### config.mk
export PLATFORM = sky130hd
export DESIGN_NAME = binomial_3x3_axis_smoothing
export DESIGN_NICKNAME = d
export VERILOG_FILES = /design/src/rtl/bas_pkg.sv /design/src/rtl/bas_cell.sv /design/src/rtl/bas_window.sv /design/src/rtl/bas_calc.sv /design/src/rtl/binomial_3x3_axis_smoothing.sv
export SDC_FILE = /design/constraint.sdc
export NUM_CORES = 2
export LEC_CHECK = 0
export ABC_AREA = 1
export ABC_CLOCK_PERIOD_IN_PS = 103500
export BUFFER_PORTS_ARGS = -buffer_cell sky130_fd_sc_hd__buf_2
export CORE_ASPECT_RATIO = 0.8
export CORE_MARGIN = 3
export CORE_UTILIZATION = 60
export CTS_BUF_LIST = sky130_fd_sc_hd__clkbuf_8
export DETAILED_ROUTE_END_ITERATION = 10
export GPL_TIMING_DRIVEN = 0
export PLACE_DENSITY = 0.72
export SLEW_MARGIN = 20
export SYNTH_ARGS = -nofsm -noshare
export SYNTH_HDL_FRONTEND = slang
export SYNTH_SLANG_ARGS = --single-unit
### constraint.sdc
create_clock -name clock -period 103.5 [get_ports clock]
set_clock_uncertainty 0.2 [all_clocks]
set_input_delay 5.175 -clock clock [delete_from_list [all_inputs] [get_ports clock]]
set_output_delay 5.175 -clock clock [all_outputs]
set_load 0.01 [all_outputs]
### src/rtl/bas_pkg.sv
// ----------------------------------------------------------------------------
// bas_pkg: shared types and constants for the binomial smoothing filter
// Sample and result payloads, partial sum types and the 1-2-1 helper.
// ----------------------------------------------------------------------------
package bas_pkg;

   localparam int SAMPLE_W      = 24;
   localparam int HSUM_W        = SAMPLE_W + 2;
   localparam int VSUM_W        = SAMPLE_W + 4;
   localparam int COL_OUT_W     = 6;
   localparam int ROW_OUT_W     = 5;
   localparam int DEF_TILE_COLS = 64;
   localparam int DEF_TILE_ROWS = 32;
   localparam int AXIS_SHIFT    = 3;
   localparam int BODY_SHIFT    = 4;

   typedef logic signed [SAMPLE_W-1:0] bas_sample_type;
   typedef logic signed [HSUM_W-1:0]   bas_hsum_type;
   typedef logic signed [VSUM_W-1:0]   bas_vsum_type;

   typedef struct packed {
      bas_sample_type sample_re;
      bas_sample_type sample_im;
      logic           tile_end;
   } bas_req_type;

   typedef struct packed {
      bas_sample_type        smooth_re;
      bas_sample_type        smooth_im;
      logic [COL_OUT_W-1:0]  cell_col;
      logic [ROW_OUT_W-1:0]  cell_row;
      logic                  tile_done;
   } bas_rsp_type;

   typedef struct packed {
      bas_sample_type re;
      bas_sample_type im;
   } bas_pair_type;

   typedef struct packed {
      bas_hsum_type re;
      bas_hsum_type im;
   } bas_hpair_type;

   // one request's partial sums and tags, handed to the output pipeline
   typedef struct packed {
      bas_hpair_type         h_far;
      bas_hpair_type         h_near;
      bas_hpair_type         h_cur;
      bas_sample_type        centre_im;
      logic                  axis;
      logic                  mode_zero;
      logic [COL_OUT_W-1:0]  col;
      logic [ROW_OUT_W-1:0]  row;
      logic                  done;
   } bas_stage_type;

   function automatic bas_hsum_type hsum(bas_sample_type l, bas_sample_type c,
                                         bas_sample_type r);
      bas_hsum_type cw;
      cw = HSUM_W'(c);
      return HSUM_W'(l) + (cw <<< 1) + HSUM_W'(r);
   endfunction

endpackage

### src/rtl/bas_cell.sv
// ----------------------------------------------------------------------------
// bas_cell: one column of the two line stores
// Holds the near and far row sample of one column and passes both on.
// ----------------------------------------------------------------------------
module bas_cell (
   input  logic                  clock,
   input  logic                  shift_en,
   input  bas_pkg::bas_pair_type near_in,
   input  bas_pkg::bas_pair_type far_in,
   output bas_pkg::bas_pair_type near_out,
   output bas_pkg::bas_pair_type far_out
);
   import bas_pkg::*;

   bas_pair_type near_ff;
   bas_pair_type far_ff;

   always_ff @(posedge clock) begin
      if (shift_en) begin
         near_ff <= near_in;
         far_ff  <= far_in;
      end
   end

   assign near_out = near_ff;
   assign far_out  = far_ff;

endmodule

### src/rtl/bas_window.sv
// ----------------------------------------------------------------------------
// bas_window: 3x2 sample window and horizontal 1-2-1 sums
// Keeps the two previous columns of the far, near and current rows.
// ----------------------------------------------------------------------------
module bas_window (
   input  logic                   clock,
   input  logic                   shift_en,
   input  bas_pkg::bas_pair_type  cur,
   input  bas_pkg::bas_pair_type  near_tap,
   input  bas_pkg::bas_pair_type  far_tap,
   output bas_pkg::bas_hpair_type h_far,
   output bas_pkg::bas_hpair_type h_near,
   output bas_pkg::bas_hpair_type h_cur,
   output bas_pkg::bas_sample_type centre_im
);
   import bas_pkg::*;

   // [row][age]: row 0 far, 1 near, 2 current; age 0 is one column back
   bas_pair_type win_ff [3][2];

   always_ff @(posedge clock) begin
      if (shift_en) begin
         win_ff[0][1] <= win_ff[0][0];
         win_ff[0][0] <= far_tap;
         win_ff[1][1] <= win_ff[1][0];
         win_ff[1][0] <= near_tap;
         win_ff[2][1] <= win_ff[2][0];
         win_ff[2][0] <= cur;
      end
   end

   always_comb begin
      h_far.re  = hsum(win_ff[0][1].re, win_ff[0][0].re, far_tap.re);
      h_far.im  = hsum(win_ff[0][1].im, win_ff[0][0].im, far_tap.im);
      h_near.re = hsum(win_ff[1][1].re, win_ff[1][0].re, near_tap.re);
      h_near.im = hsum(win_ff[1][1].im, win_ff[1][0].im, near_tap.im);
      h_cur.re  = hsum(win_ff[2][1].re, win_ff[2][0].re, cur.re);
      h_cur.im  = hsum(win_ff[2][1].im, win_ff[2][0].im, cur.im);
   end

   assign centre_im = win_ff[1][0].im;

endmodule

### src/rtl/bas_calc.sv
// ----------------------------------------------------------------------------
// bas_calc: vertical combine and output register
// Two elastic stages: partial sums, then the weighted, shifted result.
// ----------------------------------------------------------------------------
module bas_calc (
   input  logic                   clock,
   input  logic                   reset,
   input  logic                   in_valid,
   input  bas_pkg::bas_stage_type in_data,
   output logic                   in_ready,
   output logic                   rsp_valid,
   input  logic                   rsp_stall,
   output bas_pkg::bas_rsp_type   rsp_data
);
   import bas_pkg::*;

   logic          s1_valid_ff, s1_valid_in;
   bas_stage_type s1_ff;
   logic          out_valid_ff, out_valid_in;
   bas_rsp_type   out_ff, out_in;
   logic          s2_ready;
   logic          s1_ready;

   bas_vsum_type  body_re, body_im, axis_re, axis_im;
   bas_vsum_type  sh_re, sh_im;

   assign s2_ready = !out_valid_ff || !rsp_stall;
   assign s1_ready = !s1_valid_ff || s2_ready;
   assign in_ready = s1_ready;

   always_comb begin
      body_re = VSUM_W'(s1_ff.h_far.re) + (VSUM_W'(s1_ff.h_near.re) <<< 1)
              + VSUM_W'(s1_ff.h_cur.re);
      body_im = VSUM_W'(s1_ff.h_far.im) + (VSUM_W'(s1_ff.h_near.im) <<< 1)
              + VSUM_W'(s1_ff.h_cur.im);
      axis_re = VSUM_W'(s1_ff.h_near.re)
              + (s1_ff.mode_zero ? VSUM_W'(s1_ff.h_cur.re) : '0);
      axis_im = VSUM_W'(s1_ff.h_near.im);
      sh_re   = s1_ff.axis ? (axis_re >>> AXIS_SHIFT) : (body_re >>> BODY_SHIFT);
      sh_im   = s1_ff.axis ? (axis_im >>> AXIS_SHIFT) : (body_im >>> BODY_SHIFT);

      out_in.smooth_re = sh_re[SAMPLE_W-1:0];
      out_in.smooth_im = s1_ff.mode_zero ? s1_ff.centre_im : sh_im[SAMPLE_W-1:0];
      out_in.cell_col  = s1_ff.col;
      out_in.cell_row  = s1_ff.row;
      out_in.tile_done = s1_ff.done;
   end

   always_comb begin
      s1_valid_in  = s1_ready ? in_valid : s1_valid_ff;
      out_valid_in = s2_ready ? s1_valid_ff : out_valid_ff;
   end

   always_ff @(posedge clock) begin
      if (reset) begin
         s1_valid_ff  <= 1'b0;
         out_valid_ff <= 1'b0;
      end else begin
         s1_valid_ff  <= s1_valid_in;
         out_valid_ff <= out_valid_in;
      end
   end

   always_ff @(posedge clock) begin
      if (s1_ready && in_valid) begin
         s1_ff <= in_data;
      end
      if (s2_ready && s1_valid_ff) begin
         out_ff <= out_in;
      end
   end

   assign rsp_valid = out_valid_ff;
   assign rsp_data  = out_ff;

   a_rise_from_s1: assert property (@(posedge clock) disable iff (reset)
      $rose(out_valid_ff) |-> $past(s1_valid_ff))
      else $error("result appeared without a staged request");

   a_s1_hold: assert property (@(posedge clock) disable iff (reset)
      (out_valid_ff && rsp_stall && s1_valid_ff) |=> s1_valid_ff)
      else $error("staged request lost while output stalled");

endmodule

### src/rtl/binomial_3x3_axis_smoothing.sv
// ----------------------------------------------------------------------------
// binomial_3x3_axis_smoothing: 3x3 binomial smoothing over a streamed tile
// Pipeline: a result passes the partial sum stage, then the output stage, on
//   its way from the request that completes its window to the output register.
// Throughput: one request per cycle while req_stall is low; the line stores
//   are a chain of column cells that all shift once per accepted request.
// Reset: clears the counters, pipeline valids and sets mode_zero to 1;
//   line stores and window are not cleared.
// ----------------------------------------------------------------------------
module binomial_3x3_axis_smoothing #(
   parameter int TILE_COLS = bas_pkg::DEF_TILE_COLS,
   parameter int TILE_ROWS = bas_pkg::DEF_TILE_ROWS
) (
   input  logic                 clock,
   input  logic                 reset,
   input  logic                 req_valid,
   output logic                 req_stall,
   input  bas_pkg::bas_req_type req_data,
   output logic                 rsp_valid,
   input  logic                 rsp_stall,
   output bas_pkg::bas_rsp_type rsp_data,
   input  logic                 csr_wr_en,
   input  logic                 csr_wr_data
);
   import bas_pkg::*;

   localparam int ROW_LEN = TILE_COLS + 2;
   localparam int CW      = $clog2(ROW_LEN);
   localparam int RW      = $clog2(TILE_ROWS + 1);
   localparam int OCW     = (CW > COL_OUT_W) ? CW : COL_OUT_W;
   localparam int ORW     = (RW > ROW_OUT_W) ? RW : ROW_OUT_W;

   logic          mode_zero_ff;
   logic [CW-1:0] col_ff, col_in;
   logic [RW-1:0] row_ff, row_in;

   logic          req_accept;
   logic          calc_ready;
   logic          produce;
   logic [OCW-1:0] ocol;
   logic [ORW-1:0] orow;

   bas_pair_type  cur;
   bas_pair_type  near_link [ROW_LEN+1];
   bas_pair_type  far_link  [ROW_LEN+1];
   bas_hpair_type  win_h_far, win_h_near, win_h_cur;
   bas_sample_type win_centre_im;
   bas_stage_type stage;

   assign req_stall  = !calc_ready;
   assign req_accept = req_valid && calc_ready;

   assign cur.re = req_data.sample_re;
   assign cur.im = req_data.sample_im;

   // line stores: near row feeds the far row at the end of the chain
   assign near_link[0] = cur;
   assign far_link[0]  = near_link[ROW_LEN];

   for (genvar k = 0; k < ROW_LEN; k++) begin : g_col
      bas_cell u_cell (
         .clock    (clock),
         .shift_en (req_accept),
         .near_in  (near_link[k]),
         .far_in   (far_link[k]),
         .near_out (near_link[k+1]),
         .far_out  (far_link[k+1])
      );
   end

   bas_window u_window (
      .clock     (clock),
      .shift_en  (req_accept),
      .cur       (cur),
      .near_tap  (near_link[ROW_LEN]),
      .far_tap   (far_link[ROW_LEN]),
      .h_far     (win_h_far),
      .h_near    (win_h_near),
      .h_cur     (win_h_cur),
      .centre_im (win_centre_im)
   );

   always_comb begin
      produce = (row_ff != '0) && (col_ff >= CW'(2));
      ocol    = OCW'(col_ff) - OCW'(2);
      orow    = ORW'(row_ff) - ORW'(1);

      stage.h_far     = win_h_far;
      stage.h_near    = win_h_near;
      stage.h_cur     = win_h_cur;
      stage.centre_im = win_centre_im;
      stage.axis      = (row_ff == RW'(1));
      stage.mode_zero = mode_zero_ff;
      stage.col       = ocol[COL_OUT_W-1:0];
      stage.row       = orow[ROW_OUT_W-1:0];
      stage.done      = (orow == ORW'(TILE_ROWS - 1)) && (ocol == OCW'(TILE_COLS - 1));
   end

   always_comb begin
      col_in = col_ff;
      row_in = row_ff;
      if (req_accept) begin
         if (req_data.tile_end) begin
            col_in = '0;
            row_in = '0;
         end else if (col_ff == CW'(ROW_LEN - 1)) begin
            col_in = '0;
            row_in = (row_ff == RW'(TILE_ROWS)) ? '0 : row_ff + RW'(1);
         end else begin
            col_in = col_ff + CW'(1);
         end
      end
   end

   always_ff @(posedge clock) begin
      if (reset) begin
         mode_zero_ff <= 1'b1;
         col_ff       <= '0;
         row_ff       <= '0;
      end else begin
         if (csr_wr_en) begin
            mode_zero_ff <= csr_wr_data;
         end
         col_ff <= col_in;
         row_ff <= row_in;
      end
   end

   bas_calc u_calc (
      .clock     (clock),
      .reset     (reset),
      .in_valid  (req_accept && produce),
      .in_data   (stage),
      .in_ready  (calc_ready),
      .rsp_valid (rsp_valid),
      .rsp_stall (rsp_stall),
      .rsp_data  (rsp_data)
   );

   a_reset_pos: assert property (@(posedge clock)
      reset |=> (col_ff == '0 && row_ff == '0))
      else $error("position not cleared by reset");

   a_tile_end: assert property (@(posedge clock) disable iff (reset)
      (req_accept && req_data.tile_end) |=> (col_ff == '0 && row_ff == '0))
      else $error("tile end did not restart the position");

   a_row_wrap: assert property (@(posedge clock) disable iff (reset)
      (req_accept && !req_data.tile_end && col_ff == CW'(ROW_LEN - 1))
      |=> (col_ff == '0))
      else $error("column did not wrap at end of row");

endmodule
==> summary.md <==
| Metric | Value |
|---|---|
| Placeable Area | 364000 um^2 |
| Most frequent cells in the layout | 6686 x edfxtp_1, 893 x clkbuf_8, 764 x nand2_1, 623 x inv_1, 284 x nor2_1 |
| Power per Cell Area | 21.3 nW/um^2 |
| Setup_tns | 0 ps |
| Post-synthesis cell count | 9620 |
| Initial antenna violation count | 20 |
| WP buf/inv | 4 |
| Slew HR | 24.4% |
| Worst Hold Class | reg -> reg |
| Kind of critical path | in -> out |
| Vias per cell | 5.14 |
| Final instance area | 245000 um^2 |
| Post-CTS Resized | 0 |
| Area Growth Syn to Fin | 11.4% |
| Reg2Reg Setup Slack | 96350 ps |
| Pin count of the biggest net entering global routing | 132 |
| Htree depth | 6 |
| Row count | 198 |
| Placer congestion estimate | 0.831 |
| P_leak | 85.9 nW |
| Hold Crit Depth | 0 |
| Drt wl/cell | 20.0 um |
| Final hold vios | 0 |
| Final non-filler cell total | 16.3k |
| DP Area | 229000 um^2 |
| Starting DRT DRC Count | 6931 |
| Vias | 84.0k |
| CP max FO | 3 |
| Cts bufs inserted | 889 |
| Count of final setup violators | 0 |
| Io pins | 117 |
| Mapped Area | 220000 um^2 |
| Slew @ Worst Pin | 1130 ps |
| Top Family by Delay on Critical Path | buffers and inverters |
| Die footprint | 374000 um^2 |
| Hold path endpoint | g_col[20].u_cell.far_out[44] |
| GRT Total Usage | 17.8% |
| # hold bufs at CTS | 0 |
| Post-synthesis net count | 10.1k |
| Fraction of layout cells with a size suffix above 1 | 12.2% |
| Worst-case reg-to-reg path depth | 16 |
| Dpl cells | 14.7k |
| Wirelength, routed | 327 mm |
| Slowest cell on crit path | inv_1 |
| Die width | 683 um |
| WHS | 150 ps |
| Ratio of final minimum period to clock period | 10.7% |
| FF+latch count, synth | 6702 |
| Status | complete, no violations |
| DR pass1 iterations | 5 |
| Die Height | 548 um |
| Max Cap Viol | 0 |
| Crit path capture type | output port |
| PortBufs | 116 |
| CTS tree | done |
| Synth async-reset ratio | 0% |
| Post-synthesis cell type count | 53 |
| Min Clock Period, post-route | 11110 ps |
| Avg Cell Area, Syn | 22.9 um^2 |
| Critical path required time | 98120 ps |
| # Post-CTS Setup Buffers | 0 |
| CP arrival | 5730 ps |
| Worst r2r src | u_calc.rsp_valid |
| Clock slew at reported path FFs | 60 ps |
| Hpwl dp | 196 mm |
| Initial core utilization | 60.4% |
| Max Fclk | 0.0900 GHz |
| Max IR drop VDD | 0.0000185 V |
| Hold_sp | g_col[19].u_cell.far_out[44] |
| Startpoint types | input port |
| Unrepaired setup endpoints after global routing | false |
| Drt drc | 0 |
| Clock Tree Buf Depth | 4 |
| Grt total ovfl | 0 |
| Seq/Total Area, Yosys | 91.4% |
| Most common cell after layout, fill and taps aside | edfxtp_1 |
| Sink Count | 6702 |
| Post-synth top flop | edfxtp_1 |
| CP max stage delay | 120 ps |
| CTS root buffer | clkbuf_8 |
| Worst reg2reg endpoint | g_col[20].u_cell.near_out[7] |
| Later-pin clock latency in the skew report | 1230 ps |
| Number of enable flip-flop cells after synthesis | 6686 |
| Synth warn | 0 |
| ANT nets after route | 0 |
| Cell Chain, Critical Path | buf_2, nand2_1, inv_1, nand2_1, inv_1, buf_2 |
| Vias in the first global route | 84.0k |
| Layout Nets | 11.2k |
| Final Max Tran Viols | 0 |
| Global-route wire length before repair | 503 mm |
[metrics by stage]
stage	total power, W	utilization (%)	setup slack [ps]
after detailed placement	0.00349	62.7	91160
after global routing	0.00546	67.3	92070
final	0.00523	67.3	92390
after global placement	0.00395	62.2	-966
after floorplan	0.00375	-	20020
after CTS	0.00531	67.2	92400
[sequential cells by signal, summed over array words and instances (netlist names)]
signal and cells:
u_calc.out_in 12, col_ff 7, u_calc.rsp_valid 1, mode_zero_ff 1, g_col.u_cell.near_out 3165, u_window.win_ff 103
u_calc.s1_ff 156, u_calc.s1_valid_ff 1, row_ff 6, g_col.u_cell.far_out 3164, u_calc.axis_im 26, u_calc.rsp_data 60
[metal layers]
metal | track usage, % | routed length (um) | up-vias
met3 | 4.04 | 18900 | 530
li1 | - | - | 39539
met5 | 0 | 15 | -
met2 | 23.1 | 134000 | 1750
met4 | 5.12 | 7350 | 2
met1 | 30.3 | 167000 | 42145
[final cells by class]
cell class | count | area (um^2)
buffer | 21 | 97.6
multi-input combinational | 2538 | 17500
clock inverter | 735 | 4270
timing repair buffer | 181 | 2320
antenna | 15 | 37.5
inverter | 359 | 1360
fill | 21520 | 119000
clock buffer | 893 | 12300
tap | 4900 | 6130
sequential | 6702 | 201000
[logic make-up (layout without fill, tap and decap cells)]
| group | count (synthesis) | after routing | share of synthesized area, % |
|---|---|---|---|
| other cells | 0 | 15 | 0 |
| fa+ha+maj | 436 | 436 | 3.17 |
| compound gates | 519 | 519 | 1.36 |
| flops | 6702 | 6702 | 91.4 |
| simple gates | 1426 | 1426 | 2.78 |
| xor+xnor | 156 | 156 | 0.621 |
| buf+inv | 380 | 2189 | 0.655 |
| mux | 1 | 1 | 0.00512 |
[worst register-to-register path, delay by kind of cell (launching register included)]
family	cells	cell delay [ps]
buffers and inverters	13	5820
DFF	1	310
and+or+nand+nor	3	350
[Yosys cell counts (11+ instances only)]
cell | count | area [um^2]
nand2_2 | 24 | 150
o21ai_2 | 14 | 123
dfxtp_1 | 16 | 320
xor2_1 | 114 | 998
nand3_1 | 188 | 941
ha_1 | 234 | 2930
edfxtp_1 | 6686 | 201000
a21oi_1 | 251 | 1260
nand2_1 | 764 | 2870
nor3_1 | 44 | 220
clkbuf_1 | 11 | 41.3
a21o_1 | 29 | 218
o21a_1 | 11 | 82.6
inv_2 | 11 | 41.3
nor2_1 | 285 | 1070
o21ai_1 | 28 | 140
o21ai_0 | 100 | 500
inv_1 | 348 | 1310
fa_1 | 202 | 4040
xnor2_1 | 42 | 368
o21bai_1 | 39 | 293
nand4_1 | 60 | 375
[worst max-delay path by stage]
stage | from | cells after the start | endpoint
floorplan | rsp_stall | 10 | col_ff[6]
global placement | rsp_stall | 11 | col_ff[6]
detailed placement | rsp_stall | 17 | g_col[19].u_cell.near_out[7]
CTS | rsp_stall | 6 | req_stall
global route | rsp_stall | 17 | g_col[20].u_cell.near_out[8]
finish | rsp_stall | 6 | req_stall
[report_power, final]
| group | internal (W) | switching [W] |
|---|---|---|
| sequential | 0.00316 | 0.0000446 |
| clock | 0.000867 | 0.000933 |
| combinational | 0.0000613 | 0.000162 |
Note: power is estimated with default switching activity, not from simulation.
